--- src/rtl/core/climate_threshold_controller_assert.svh ---
// ----------------------------------------------------------------------------
// Climate threshold controller assertion macros
// Shared concurrent check forms for the controller RTL.
// ----------------------------------------------------------------------------
`ifndef CLIMATE_THRESHOLD_CONTROLLER_ASSERT_SVH
`define CLIMATE_THRESHOLD_CONTROLLER_ASSERT_SVH

// same-cycle implication, checked on the rising clock outside reset
`define CTC_ASSERT_NOW(label, ante, cons) \
    label: assert property (@(posedge i_clk) disable iff (!i_rst_n) (ante) |-> (cons)) \
        else $error("ctc: same-cycle check failed");

// next-cycle implication, checked on the rising clock outside reset
`define CTC_ASSERT_NEXT(label, ante, cons) \
    label: assert property (@(posedge i_clk) disable iff (!i_rst_n) (ante) |=> (cons)) \
        else $error("ctc: next-cycle check failed");

`endif

--- src/rtl/core/ctc_pkg.sv ---
// ----------------------------------------------------------------------------
// ctc_pkg
// Types, codes and constants of the climate threshold controller.
// ----------------------------------------------------------------------------
`default_nettype none

package ctc_pkg;

    // item kinds on the input tuser bit
    localparam logic FUNC_KEY    = 1'b0;
    localparam logic FUNC_SENSOR = 1'b1;

    // decoded key codes
    localparam logic [2:0] KEY_NONE   = 3'd0;
    localparam logic [2:0] KEY_UP     = 3'd1;
    localparam logic [2:0] KEY_DOWN   = 3'd2;
    localparam logic [2:0] KEY_LEFT   = 3'd3;
    localparam logic [2:0] KEY_RIGHT  = 3'd4;
    localparam logic [2:0] KEY_CENTER = 3'd5;

    // keypad windows, both bounds exclusive
    localparam logic [11:0] UP_LO     = 12'd2156;
    localparam logic [11:0] UP_HI     = 12'd2200;
    localparam logic [11:0] DOWN_LO   = 12'd570;
    localparam logic [11:0] DOWN_HI   = 12'd610;
    localparam logic [11:0] LEFT_LO   = 12'd1600;
    localparam logic [11:0] LEFT_HI   = 12'd1630;
    localparam logic [11:0] RIGHT_LO  = 12'd3030;
    localparam logic [11:0] RIGHT_HI  = 12'd3080;
    localparam logic [11:0] CENTER_LO = 12'd2600;
    localparam logic [11:0] CENTER_HI = 12'd2650;

    // threshold slots
    localparam logic [1:0] TH_TEMP_UP  = 2'd0;
    localparam logic [1:0] TH_TEMP_LOW = 2'd1;
    localparam logic [1:0] TH_HUM_UP   = 2'd2;
    localparam logic [1:0] TH_HUM_LOW  = 2'd3;

    typedef logic [3:0][7:0] t_thr;

    localparam t_thr THR_RESET = {8'd55, 8'd70, 8'd27, 8'd35};

    typedef struct packed {
        logic        func;
        logic [11:0] key_level;
        logic [7:0]  humidity;
        logic [7:0]  temp_whole;
        logic [3:0]  temp_tenths;
    } t_item;

    typedef struct packed {
        logic       heater_on;
        logic       cooler_on;
        logic       fan_on;
        logic       setting_mode;
        logic [1:0] selected_item;
        logic [2:0] key_code;
    } t_status;

    // x*10 as shift-and-add, widened to 12 bits
    function automatic logic [11:0] times10(input logic [7:0] x);
        logic [11:0] w;
        w = {4'd0, x};
        return (w << 3) + (w << 1);
    endfunction

endpackage

`default_nettype wire

--- src/rtl/core/climate_threshold_controller.sv ---
// ----------------------------------------------------------------------------
// climate_threshold_controller
// Keypad threshold menu plus heater, cooler and fan control on sensor items.
// ----------------------------------------------------------------------------
//
//  Channel   Direction  Payload
//  s_axis    in         tuser: func; tdata[31:0]: key_level, humidity,
//                       temp_whole, temp_tenths
//  m_axis    out        tdata[15:0]: heater_on, cooler_on, fan_on,
//                       setting_mode, selected_item, key_code, zero pad
//
//  One item per cycle sustained while results are taken; every accepted item yields one result.
//  Each item passes the input register, then one pass of decode, compare
//  and state update into the result register.
//  Synchronous active-low reset puts thresholds at 35, 27, 70, 55, run mode,
//  selection 0 and all drives off.
//  A stalled result holds the input register; the input stays ready while
//  that register is empty or moves on in the same cycle.
// ----------------------------------------------------------------------------
`default_nettype none

`include "climate_threshold_controller_assert.svh"

module climate_threshold_controller (
    input  wire logic        i_clk,
    input  wire logic        i_rst_n,
    input  wire logic        i_s_axis_tvalid,
    output logic             o_s_axis_tready,
    input  wire logic [31:0] i_s_axis_tdata,   // key_level, humidity, temp_whole, temp_tenths
    input  wire logic        i_s_axis_tuser,   // func
    output logic             o_m_axis_tvalid,
    input  wire logic        i_m_axis_tready,
    output logic      [15:0] o_m_axis_tdata    // heater_on, cooler_on, fan_on, setting_mode,
                                               // selected_item, key_code, pad
);
    import ctc_pkg::*;

    logic    r_in_valid;
    t_item   r_in;
    logic    r_out_valid;
    t_status r_out;

    logic    w_step;
    t_status w_status;

    // advance the held item whenever the result slot is free or draining
    assign w_step          = r_in_valid && (!r_out_valid || i_m_axis_tready);
    assign o_s_axis_tready = !r_in_valid || w_step;

    always_ff @(posedge i_clk) begin
        if (!i_rst_n) begin
            r_in_valid <= 1'b0;
        end else if (o_s_axis_tready) begin
            r_in_valid <= i_s_axis_tvalid;
        end
    end

    // capture the transfer; unpack tdata from the low bits up
    always_ff @(posedge i_clk) begin
        if (i_s_axis_tvalid && o_s_axis_tready) begin
            r_in.func        <= i_s_axis_tuser;
            r_in.key_level   <= i_s_axis_tdata[11:0];
            r_in.humidity    <= i_s_axis_tdata[19:12];
            r_in.temp_whole  <= i_s_axis_tdata[27:20];
            r_in.temp_tenths <= i_s_axis_tdata[31:28];
        end
    end

    ctc_core u_core (
        .i_clk    (i_clk),
        .i_rst_n  (i_rst_n),
        .i_step   (w_step),
        .i_item   (r_in),
        .o_status (w_status)
    );

    always_ff @(posedge i_clk) begin
        if (!i_rst_n) begin
            r_out_valid <= 1'b0;
        end else if (w_step) begin
            r_out_valid <= 1'b1;
        end else if (i_m_axis_tready) begin
            r_out_valid <= 1'b0;
        end
    end

    // load the result register; hold it while stalled
    always_ff @(posedge i_clk) begin
        if (w_step) begin
            r_out <= w_status;
        end
    end

    assign o_m_axis_tvalid = r_out_valid;
    assign o_m_axis_tdata  = {7'd0,
                              r_out.key_code,
                              r_out.selected_item,
                              r_out.setting_mode,
                              r_out.fan_on,
                              r_out.cooler_on,
                              r_out.heater_on};

    `CTC_ASSERT_NEXT(a_step_fills_out, w_step, r_out_valid)
    `CTC_ASSERT_NOW(a_step_needs_room, w_step, r_in_valid && (!r_out_valid || i_m_axis_tready))
    `CTC_ASSERT_NEXT(a_stall_keeps_in,
        r_in_valid && r_out_valid && !i_m_axis_tready,
        r_in_valid && $stable(r_in))

endmodule

`default_nettype wire

--- src/rtl/core/ctc_key_decode.sv ---
// ----------------------------------------------------------------------------
// ctc_key_decode
// Window decoder for the resistor-ladder keypad level.
// ----------------------------------------------------------------------------
`default_nettype none

module ctc_key_decode (
    input  wire logic [11:0] i_level,
    output logic      [2:0]  o_key
);
    import ctc_pkg::*;

    always_comb begin
        priority if (i_level > UP_LO && i_level < UP_HI) begin
            o_key = KEY_UP;
        end else if (i_level > DOWN_LO && i_level < DOWN_HI) begin
            o_key = KEY_DOWN;
        end else if (i_level > LEFT_LO && i_level < LEFT_HI) begin
            o_key = KEY_LEFT;
        end else if (i_level > RIGHT_LO && i_level < RIGHT_HI) begin
            o_key = KEY_RIGHT;
        end else if (i_level > CENTER_LO && i_level < CENTER_HI) begin
            o_key = KEY_CENTER;
        end else begin
            o_key = KEY_NONE;
        end
    end

endmodule

`default_nettype wire

--- src/rtl/core/ctc_core.sv ---
// ----------------------------------------------------------------------------
// ctc_core
// Menu state, thresholds and drive bits; updated once per stepped item.
// ----------------------------------------------------------------------------
`default_nettype none

`include "climate_threshold_controller_assert.svh"

module ctc_core (
    input  wire logic             i_clk,
    input  wire logic             i_rst_n,
    input  wire logic             i_step,
    input  wire ctc_pkg::t_item   i_item,
    output ctc_pkg::t_status      o_status
);
    import ctc_pkg::*;

    logic        r_menu_active, n_menu_active;
    logic [1:0]  r_selection,   n_selection;
    t_thr        r_edit,        n_edit;
    t_thr        r_active,      n_active;
    logic        r_heater,      n_heater;
    logic        r_cooler,      n_cooler;
    logic        r_fan,         n_fan;

    logic [2:0]  w_key;
    logic [11:0] w_temp;
    logic [11:0] w_tup;
    logic [11:0] w_tlo;
    logic [7:0]  w_hup;
    logic [7:0]  w_hlo;

    ctc_key_decode u_key_decode (
        .i_level (i_item.key_level),
        .o_key   (w_key)
    );

    // temperature in tenths; tenths above nine pass through unclamped
    assign w_temp = times10(i_item.temp_whole) + {8'd0, i_item.temp_tenths};
    assign w_tup  = times10(r_active[TH_TEMP_UP]);
    assign w_tlo  = times10(r_active[TH_TEMP_LOW]);
    assign w_hup  = r_active[TH_HUM_UP];
    assign w_hlo  = r_active[TH_HUM_LOW];

    always_comb begin
        n_menu_active = r_menu_active;
        n_selection   = r_selection;
        n_edit        = r_edit;
        n_active      = r_active;
        n_heater      = r_heater;
        n_cooler      = r_cooler;
        n_fan         = r_fan;
        if (i_step) begin
            if (i_item.func == FUNC_KEY) begin
                unique case (w_key)
                    KEY_CENTER: begin
                        n_menu_active = ~r_menu_active;
                        // leaving the menu commits the edited set
                        if (r_menu_active) begin
                            n_active = r_edit;
                        end
                    end
                    KEY_LEFT: begin
                        if (r_menu_active) begin
                            n_selection = r_selection - 2'd1;
                        end
                    end
                    KEY_RIGHT: begin
                        if (r_menu_active) begin
                            n_selection = r_selection + 2'd1;
                        end
                    end
                    KEY_UP: begin
                        if (r_menu_active) begin
                            n_edit[r_selection] = r_edit[r_selection] + 8'd1;
                        end
                    end
                    KEY_DOWN: begin
                        if (r_menu_active) begin
                            n_edit[r_selection] = r_edit[r_selection] - 8'd1;
                        end
                    end
                    default: begin
                    end
                endcase
            end else if (!r_menu_active) begin
                priority if (w_temp < w_tlo) begin
                    n_heater = 1'b1;
                end else if (w_temp > w_tlo) begin
                    n_heater = 1'b0;
                end else begin
                    n_heater = r_heater;
                end

                priority if (i_item.humidity > w_hup || w_temp > w_tup) begin
                    n_cooler = 1'b1;
                end else if (i_item.humidity <= w_hlo || w_temp <= w_tlo) begin
                    n_cooler = 1'b0;
                end else begin
                    n_cooler = r_cooler;
                end

                priority if (i_item.humidity > w_hup) begin
                    n_fan = 1'b1;
                end else if (i_item.humidity <= w_hlo) begin
                    n_fan = 1'b0;
                end else begin
                    n_fan = r_fan;
                end
            end
        end
    end

    always_ff @(posedge i_clk) begin
        if (!i_rst_n) begin
            r_menu_active <= 1'b0;
            r_selection   <= 2'd0;
            r_edit        <= THR_RESET;
            r_active      <= THR_RESET;
            r_heater      <= 1'b0;
            r_cooler      <= 1'b0;
            r_fan         <= 1'b0;
        end else begin
            r_menu_active <= n_menu_active;
            r_selection   <= n_selection;
            r_edit        <= n_edit;
            r_active      <= n_active;
            r_heater      <= n_heater;
            r_cooler      <= n_cooler;
            r_fan         <= n_fan;
        end
    end

    // status after this item has been applied
    assign o_status.heater_on     = n_heater;
    assign o_status.cooler_on     = n_cooler;
    assign o_status.fan_on        = n_fan;
    assign o_status.setting_mode  = n_menu_active;
    assign o_status.selected_item = n_selection;
    assign o_status.key_code      = (i_item.func == FUNC_KEY) ? w_key : KEY_NONE;

    `CTC_ASSERT_NEXT(a_menu_sensor_hold,
        i_step && i_item.func == FUNC_SENSOR && r_menu_active,
        $stable(r_heater) && $stable(r_cooler) && $stable(r_fan))
    `CTC_ASSERT_NEXT(a_center_toggles,
        i_step && i_item.func == FUNC_KEY && w_key == KEY_CENTER,
        r_menu_active != $past(r_menu_active))
    `CTC_ASSERT_NEXT(a_commit_on_exit,
        i_step && i_item.func == FUNC_KEY && w_key == KEY_CENTER && r_menu_active,
        r_active == r_edit)
    `CTC_ASSERT_NOW(a_run_edit_frozen,
        !r_menu_active,
        n_edit == r_edit && n_selection == r_selection)

endmodule

`default_nettype wire
--- config.mk ---
export PLATFORM = sky130hd
export DESIGN_NAME = climate_threshold_controller
export DESIGN_NICKNAME = d
export VERILOG_FILES = /design/src/rtl/core/ctc_pkg.sv /design/src/rtl/core/climate_threshold_controller.sv /design/src/rtl/core/ctc_key_decode.sv /design/src/rtl/core/ctc_core.sv
export VERILOG_INCLUDE_DIRS = /design/src /design/src/rtl/core
export SDC_FILE = /design/constraint.sdc
export NUM_CORES = 1
export LEC_CHECK = 0
export BUFFER_PORTS_ARGS = -buffer_cell sky130_fd_sc_hd__buf_2
export CAP_MARGIN = 30
export CORE_MARGIN = 2
export CORE_UTILIZATION = 52
export CTS_BUF_LIST = sky130_fd_sc_hd__clkbuf_2
export DETAILED_ROUTE_END_ITERATION = 6
export PLACE_DENSITY = 0.78
export SYNTH_ARGS = -nofsm -noshare
export SYNTH_HDL_FRONTEND = slang
export SYNTH_HIERARCHICAL = 1
export SYNTH_SLANG_ARGS = --single-unit
export TNS_END_PERCENT = 50
--- constraint.sdc ---
create_clock -name i_clk -period 3.4 [get_ports i_clk]
set_clock_uncertainty 0.2 [all_clocks]
set_input_delay 0.17 -clock i_clk [delete_from_list [all_inputs] [get_ports i_clk]]
set_output_delay 0.17 -clock i_clk [all_outputs]
set_load 0.1 [all_outputs]
==> run metrics <==
WL per Instance roughly 18 um; Initial Utilization 0.533; htree depth 4; reg2reg start r_in[3]; total die area roughly 14000 um2; syn avg cell area 9.62 um2; routability cong. between 0.9 and 1; first-pass GRT wire length 29.7 mm; Final ANT Viol Nets 0; Post-DP HPWL about 12 mm; Clock Sinks about 110; top post-synthesis cells by area dfxtp_1 (21%), edfxtp_1 (19%), ha_1 (13%); unrepaired setup endpoints after global routing true; max cap viols 0; DRC Markers 0; PortBufs 47; endpoints failing setup 10; Hold Fails Final Rpt 0; number of top-level pins between 50 and 60; pin count of the biggest net entering global routing 43; DR iter-0 viols between 500 and 600; critical path class reg -> reg; detail-routed via count per cell between 5 and 6; root buffer cell clkbuf_2; Max Clk Rate approximately 240 MHz; worst skew pair latency between 700 and 800 ps; register area share after synthesis 0.401; CP Launch Type flip-flop; period utilisation layout 1.24; yosys warns 6; crit end category flip-flop; Yosys reg bits between 100 and 150; number of enable flip-flop cells after synthesis 42; max-slew violations 0; GRT Total Usage 0.271; pre-CTS setup slack -474 ps; failing checks negative setup slack; Critical Path AT 4450 ps; area growth from synthesis to layout 25.9%; final net count between 900 and 1000; async set or reset register ratio after synthesis 0; CTS max path bufs 2; design area 8480 um2; ratio of cells with drive above 1 in the final layout 0.200; most area-hungry cell type in the Yosys netlist dfxtp_1; Core Box Area 12600 um2; Leak around 3.7 nW; vias in the first global route around 6200; site row count slightly above 40; CP required approximately 3600 ps; Hold Crit Start u_core/w_hlo[7]; post-route minimum period approximately 4200 ps; Die Ht between 100 and 150 um; Worst Hold Class reg -> reg; DRT Pass-1 Iters 6; top-count cell post-synth nand2_1; antenna violations before repair 1; Placed Area between 7000 and 8000 um2; Die Wd between 100 and 150 um; Post-synth top cells nand2_1 (102), dfxtp_1 (72), ha_1 (72); vias about 6000; Worst VDD drop 240 uV; WL final 19.1 mm; GRT overflow 0; top-area cell type share of the netlist area 0.214; clock buffer count from CTS 17; TritonCTS clock tree done; status complete, but fails checks; Final WS setup -815 ps; cells after synthesis 700; PD cells approximately 350 nW/um2; Top FF cell, synth dfxtp_1; Clock Pin Slew Worst Setup and Hold Paths 250 ps; CP Max Fanout 3; post-synth design cell area between 6000 and 7000 um2; distinct cell type count after synthesis between 70 and 80; Worst Setup SP r_in[3]
[power breakdown]
part	internal [mW]	total (mW)	switching (mW)
combinational	0.265	0.601	0.336
sequential	1.45	1.48	0.0256
clock	0.328	0.870	0.543
[sequential cells by signal (all words and copies together) (netlist names), named ones only]
register,flops
o_m_axis_tdata,9
o_m_axis_tvalid,1
r_in,33
r_in_valid,1
u_core/r_active,16
u_core/r_cooler,1
u_core/r_edit,28
u_core/r_fan,1
u_core/r_heater,1
u_core/r_menu_active,1
u_core/r_selection,2
u_core/w_hlo,8
u_core/w_hup,8
[final timing paths]
check                           end  slack (ps)  cells past startpoint
setup / recovery  o_m_axis_tdata[1]        -810                     15
setup reg to reg  o_m_axis_tdata[1]        -810                     15
hold / removal      u_core/w_hlo[7]         270                      2
hold reg to reg     u_core/w_hlo[7]         270                      2
[placed cells by master (no fill, tap or decap), drive strengths merged, types with 16 or more instances in the layout]
cell         instances
buf                101
nand3               28
edfxtp              42
nor2b               16
nor2                24
dfxtp               72
inv                 46
nand2              102
o21ai               16
ha                  72
a21oi               51
o211ai              23
clkbuf              19
dlygate4sd3         71
[metal layers]
layer	up-vias	routed length, um	share of wire	track usage
li1	2818	-	-	-
met1	2915	7390	0.39	0.300
met2	293	9580	0.50	0.474
met3	87	1140	0.059	0.0591
met4	0	1050	0.055	0.160
met5	-	0	0	0
[worst max-delay path: stages (launching register included)]
cell and delay [ps]:
edfxtp_1 500, inv_1 100, fa_1 470, fa_2 380
nor2b_1 130, o21ai_0 110, a21boi_1 190, o21ai_1 120
a21oi_1 180, xor2_1 240, ha_1 190, nand4_1 200
nor3_2 310, o21ba_4 190, o211ai_1 260, nand3_2 160
[layout make-up]
class	instances	area, um2
sequential	114	2700
multi-input combinational	506	3790
clock inverter	13	119
tap	172	215
clock buffer	19	95.1
fill	926	4140
antenna	1	2.50
timing repair buffer	172	1380
inverter	47	176
[per-stage QoR]
stage | std cells | hold WS [ps] | utilization | TNS, ps | power, mW
floorplan | 706 | 68.9 | - | -269 | 1.84
global placement | 925 | 146 | 0.580 | -657 | 1.95
detailed placement | 925 | 148 | 0.580 | -1260 | 1.97
CTS | 1032 | 1.03 | 0.656 | -1260 | 2.86
global route | 1044 | 269 | 0.672 | -3880 | 3.07
finish | 1044 | 274 | 0.672 | -2650 | 2.95
[timing repair]
| action | CTS | global route |
|---|---|---|
| pin swaps | 3 | 16 |
| buffers inserted | 6 | 8 |
| cloned | 0 | 0 |
| setup endpoints to repair | 10 | 24 |
| gates resized for setup | 5 | 17 |
| hold buffers | 69 | 2 |
| hold endpoints to repair | 145 | 2 |
[kinds of logic (layout without fill, tap and decap cells)]
group,Yosys count,in the layout,share of synthesized area
simple gates,241,241,0.185
flops,114,114,0.401
compound gates,142,142,0.137
other cells,1,8,0.000557
fa+ha+maj,76,76,0.146
buf+inv,86,251,0.0585
mux,16,16,0.0411
xor+xnor,24,24,0.0312
(Power assumes the default switching activity.)
